$ cat src/rtl/core/fbl_pkg.sv
// Shared types, codes and default sizes for the free block list allocator.
`default_nettype none

package fbl_pkg;

  // Default sizes handed to the top level parameters
  localparam int unsigned DepthDefault     = 1024;
  localparam int unsigned BlockBitsDefault = 16;

  // Fixed field widths of the item and configuration ports
  localparam int unsigned BLK_W      = 16;
  localparam int unsigned CMD_W      = 2;
  localparam int unsigned STATUS_W   = 2;
  localparam int unsigned COUNT_W    = 11;
  localparam int unsigned CFG_ADDR_W = 3;
  localparam int unsigned CFG_DATA_W = 32;

  // Register reset values
  localparam logic [BLK_W-1:0] FIRST_BLOCK_RST = 16'd1;
  localparam logic [BLK_W-1:0] LAST_BLOCK_RST  = 16'd1024;

  typedef enum logic [CMD_W-1:0] {
    CMD_REBUILD = 2'd0,
    CMD_ALLOC   = 2'd1,
    CMD_RELEASE = 2'd2,
    CMD_NOP     = 2'd3
  } fbl_cmd_e;

  typedef enum logic [STATUS_W-1:0] {
    STATUS_OK    = 2'd0,
    STATUS_EMPTY = 2'd1,
    STATUS_FULL  = 2'd2
  } fbl_status_e;

  // Register index, taken from address bit 2
  typedef enum logic {
    REG_FIRST_BLOCK = 1'b0,
    REG_LAST_BLOCK  = 1'b1
  } fbl_reg_e;

  typedef struct packed {
    logic [BLK_W-1:0] first_block;
    logic [BLK_W-1:0] last_block;
  } fbl_cfg_t;

endpackage

`default_nettype wire

$ cat src/rtl/core/fbl_cfg.sv
// APB-style register file for the rebuild range.
`default_nettype none

module fbl_cfg (
  input  wire logic                              clk_i,
  input  wire logic                              rst_ni,
  input  wire logic                              psel,
  input  wire logic                              penable,
  input  wire logic                              pwrite,
  input  wire logic [fbl_pkg::CFG_ADDR_W-1:0]    paddr,
  input  wire logic [fbl_pkg::CFG_DATA_W-1:0]    pwdata,
  output logic      [fbl_pkg::CFG_DATA_W-1:0]    prdata,
  output logic                                   pready,
  output fbl_pkg::fbl_cfg_t                      cfg_o
);
  import fbl_pkg::*;

  fbl_cfg_t cfg_q, cfg_d;
  logic     wr_en;
  fbl_reg_e reg_sel;

  assign pready  = 1'b1;
  assign wr_en   = psel && penable && pwrite;
  assign reg_sel = fbl_reg_e'(paddr[2]);

  always_comb begin
    cfg_d = cfg_q;
    if (wr_en) begin
      unique case (reg_sel)
        REG_FIRST_BLOCK: cfg_d.first_block = pwdata[BLK_W-1:0];
        REG_LAST_BLOCK:  cfg_d.last_block  = pwdata[BLK_W-1:0];
      endcase
    end
  end

  always_comb begin
    unique case (reg_sel)
      REG_FIRST_BLOCK: prdata = CFG_DATA_W'(cfg_q.first_block);
      REG_LAST_BLOCK:  prdata = CFG_DATA_W'(cfg_q.last_block);
    endcase
  end

  always_ff @(posedge clk_i or negedge rst_ni) begin
    if (!rst_ni) begin
      cfg_q.first_block <= FIRST_BLOCK_RST;
      cfg_q.last_block  <= LAST_BLOCK_RST;
    end else begin
      cfg_q <= cfg_d;
    end
  end

  assign cfg_o = cfg_q;

endmodule

`default_nettype wire

$ cat config.mk
export PLATFORM = sky130hd
export DESIGN_NAME = fbl_cfg
export DESIGN_NICKNAME = d
export VERILOG_FILES = /design/src/rtl/core/fbl_pkg.sv /design/src/rtl/core/fbl_cfg.sv
export SDC_FILE = /design/constraint.sdc
export NUM_CORES = 1
export LEC_CHECK = 0
export BUFFER_PORTS_ARGS = -buffer_cell sky130_fd_sc_hd__buf_2
export CORE_ASPECT_RATIO = 0.6
export CORE_MARGIN = 4
export CORE_UTILIZATION = 45
export DETAILED_ROUTE_END_ITERATION = 12
export PLACE_DENSITY = 0.85
export SLEW_MARGIN = 10
export SYNTH_ARGS = -nofsm -noshare
export SYNTH_HDL_FRONTEND = slang
export SYNTH_SLANG_ARGS = --single-unit
$ cat constraint.sdc
create_clock -name clk_i -period 2.65 [get_ports clk_i]
set_clock_uncertainty 0.1 [all_clocks]
set_input_delay 0.3975 -clock clk_i [delete_from_list [all_inputs] [get_ports clk_i]]
set_output_delay 0.3975 -clock clk_i [all_outputs]
set_load 0.02 [all_outputs]
Word-level counts from Yosys, hierarchy flattened
Index checks and enable logic that the tools add are counted.
{"block": "classes", "add_sub_neg": 0, "div": 0, "n_mux": 1, "n_bitwise": 1, "reduce_logical": 4, "n_shift": 0, "eq_ne": 0, "multipliers": 0, "order_cmp": 0}
{"op": "$pmux 32 s2", "n": 1}
{"op": "$reduce_and 2->1", "n": 2}
{"op": "$logic_and 1x1->1", "n": 2}
{"op": "$not 1->1", "n": 1}
{"block": "word_totals", "in_bits": 40, "ff_bits": 32, "out_inout_bits": 65, "latch_bits": 0, "romBits": 0, "ramBits": 0, "mem_count": 0}

Longest topological paths before layout
{"block": "depth", "depth_word": 3, "depth_mapped": 4}

Worst setup path after synthesis
No wires, ideal clock.
{"block": "synth_path", "kind": "input to output", "from": "input paddr[2] (netlist name)", "to": "output prdata[10] (netlist name)", "path_slack_ps": 1026, "path_stages": 3, "t_required_ps": 2152, "t_arrival_ps": 1126, "cell_sequence": "buf_6 > buf_2 > mux2_2"}
{"block": "synth_between", "elab_chain_len": 2}
{"element": "from (decl)", "line_no": "fbl_cfg.sv:10", "source": "input wire logic [fbl_pkg::CFG_ADDR_W-1:0] paddr,"}
{"element": "$not 1->1"}
{"element": "$pmux 32 s2 *", "line_no": "fbl_cfg.sv:37", "source": "unique case (reg_sel)"}
{"element": "to (decl)", "line_no": "fbl_cfg.sv:12", "source": "output logic [fbl_pkg::CFG_DATA_W-1:0] prdata,"}
Mark *: on every way between the ends. The rest lies on a longest branch, timed or not. The select of a mux whose other input is x is not followed.

Worst setup path after layout
{"block": "layout_path", "from": "input paddr[2] (netlist name)", "to": "output prdata[1] (netlist name)"}
Same word-level chain as after synthesis.

==> qor.yml <==
power:
  p_sw_w: 0.000620
  powerDensity_nw_per_um2: 904
  clkPwrFrac: 0.273
  seqPwrFrac: 0.373
  netSwitchingFraction: 0.340
  comb_power_share: 0.354
  cell_internal_pwr_w: 0.00120
  finalPower_w: 0.00182
  irDropWorstVdd_uv: 424
  leakage_nw: 1.06
yosys:
  synth.distinct_cells: 10
  syn_inst: 105
  yosys_warnings: 0
  synthFlopType: "dfrtp_1"
  async_flop_share: 1.00
  ys_ff_latch: 32
  synth-edff-count: 0
  synth_most_common_cell: "mux2_2"
  netlist_area_um2: 1600
  synth_area_leaders: "dfrtp_1 (47%), mux2_2 (27%), mux2_4 (9.4%), buf_4 (8.0%), dfstp_2 (3.3%)"
  syn_avg_cell_area_um2: 15.2
  synthTopCellsByCount: "mux2_2 (38), dfrtp_1 (30), buf_4 (17), mux2_4 (10), buf_6 (3)"
  yosysTopAreaCellShare: 0.469
  seq_area_frac_synth: 0.502
  synth_top_area_cell: "dfrtp_1"
global_route:
  grt_pass1_wl_um: 5430
  grt_overflow: 0
  grt_pass1_vias: 1141
  grt.total_usage: 0.156
  antenna_found_initial: 0
  grt_max_degree: 33
final_layout:
  num-nets-final: 215
  largest_register_ffs: 32
  final_core_util: 0.604
  syn2layout_area_growth_pct: 26.1
  fillers: 268
  drive_gt1_frac: 0.733
  finalInstanceArea_um2: 2020
  insertedDiodeCount: 0
detailed_routing:
  drtPass1Iterations: 2
  ant_nets: 0
  route.vias.total: 1039
  routed_wl_um: 3410
  vias_per_cell: 4.70
  wire_per_inst_um: 15.4
  drc: 0
  drt_iter0_markers: 16
sta:
  finalMaxSlewViolations: 0
  max_slew_margin: 0.544
  rsz0062_at_grt: "false"
  max_freq_mhz: 539
  tns_ns: 0
  worst_pin_slew_ns: 0.684
  setup_viol: 0
  finalHoldViolations: 0
  post-route-min-period_ns: 1.86
  post-route-period-util: 0.701
clock_tree:
  cts_hold_buf: 0
  cts.sinks: 32
  ctsResizeCount: 0
  clk_pin_slew_ns: 0.07
  clock_insertion_delay_worst_skew_ns: 0.27
  post_cts_buffers: 0
  cts_root_buf: "clkbuf_8"
  cts_tree: "built"
  clk_path_buf_depth: 2
  htreeDepth: 2
  numCtsBuffers: 5
critical_path:
  crit_required_ns: 2.15
  r2r_setup_slack_ns: 1.76
  crit_top_cell: "buf_2"
  path_buf_inv: 2
  cp_max_fo: 18
  cp_cell_sequence: "buf_2 -> mux2_2 -> buf_2"
  cp_top_family: "buffers and inverters"
  arrival_ns: 1.36
  critPathMaxStageDelay_ns: 0.41
  critical_path.slowest_cell: "mux2_2"
  critPathLaunchType: "input pin"
  crit_type: "input pin to output port"
  worstSetupEndpointType: "output port"
floorplanning:
  die_area_um2: 4610
  ios: 105
  rows: 16
  start_util: 0.479
  core_area_um2: 3340
  dieHeight_um: 54.2
  die_x_um: 85.0
job:
  timing.max_cap.violations: 0
status:
  outcome: "finished clean"
place:
  dpl-instance-area_um2: 1890
  place_congestion: 0.746
  portBuffers: 69
  hpwlAfterDp_um: 2580
hold_path:
  hold_class: "input pin to async pin"
[power groups by stage]
stage               logic (W)  clock network [W]  registers, W
global placement     0.000640                  0      0.000674
CTS                  0.000655           0.000509      0.000681
floorplan            0.000313                  0      0.000813
finish               0.000646           0.000499      0.000680
global route         0.000687           0.000535      0.000694
detailed placement   0.000653                  0      0.000688
[per-layer routing]
metal  wire [µm]  GRT usage  vias up  share of wire
li1            -          -      473              -
met3         249     0.0489        6          0.073
met4          65     0.0789        0          0.019
met2        1790      0.302       44           0.52
met5           0          0        -              0
met1        1300      0.155      516           0.38
[area by class of cell]
type,count,area (µm²),area share
Clock inverter,1,30.0,0.0149
Multi-Input combinational cell,67,687,0.340
Sequential cell,32,803,0.398
Clock buffer,7,96.3,0.0477
Timing Repair Buffer,69,345,0.171
Tap cell,45,56.3,0.0279
[final timing paths]
check	from	cells past startpoint	end
worst max register to register	cfg_o[29]	1	cfg_o[29]
max in group asynchronous	rst_ni	1	cfg_o[7]
min in group clk_i	pwdata[4]	2	cfg_o[20]
worst min-delay path	rst_ni	1	cfg_o[1]
worst max-delay path	paddr[2]	3	prdata[1]
worst min register to register	cfg_o[12]	1	cfg_o[12]
[kinds of logic (layout without fill, tap and decap cells)]
logic type             Yosys count  in the layout  synth area share
multiplexers                    48             48             0.361
buffers and inverters           21             77             0.104
AND/OR/NAND/NOR                  2              2            0.0281
other                            2             17           0.00469
flip-flops                      32             32             0.502
[cell usage in the layout, fill, tap and decap left out]
| cell | n |
|---|---|
| nand4_4 | 1 |
| dfstp_2 | 2 |
| mux2_4 | 10 |
| nand4b_4 | 1 |
| bufinv_16 | 1 |
| mux2_2 | 38 |
| clkbuf_8 | 7 |
| dfrtp_1 | 30 |
| buf_2 | 69 |
| conb_1 | 17 |
[per-stage QoR]
| stage | hold slack [ns] | cells | setup WS (ns) |
|---|---|---|---|
| floorplan | 0.00191 | 120 | 1.03 |
| global placement | 0.360 | 213 | 0.841 |
| detailed placement | 0.378 | 213 | 0.806 |
| CTS | 0.0788 | 221 | 0.796 |
| global route | 0.116 | 221 | 0.764 |
| finish | 0.0631 | 221 | 0.793 |
Power figures use the tool's default switching activity.
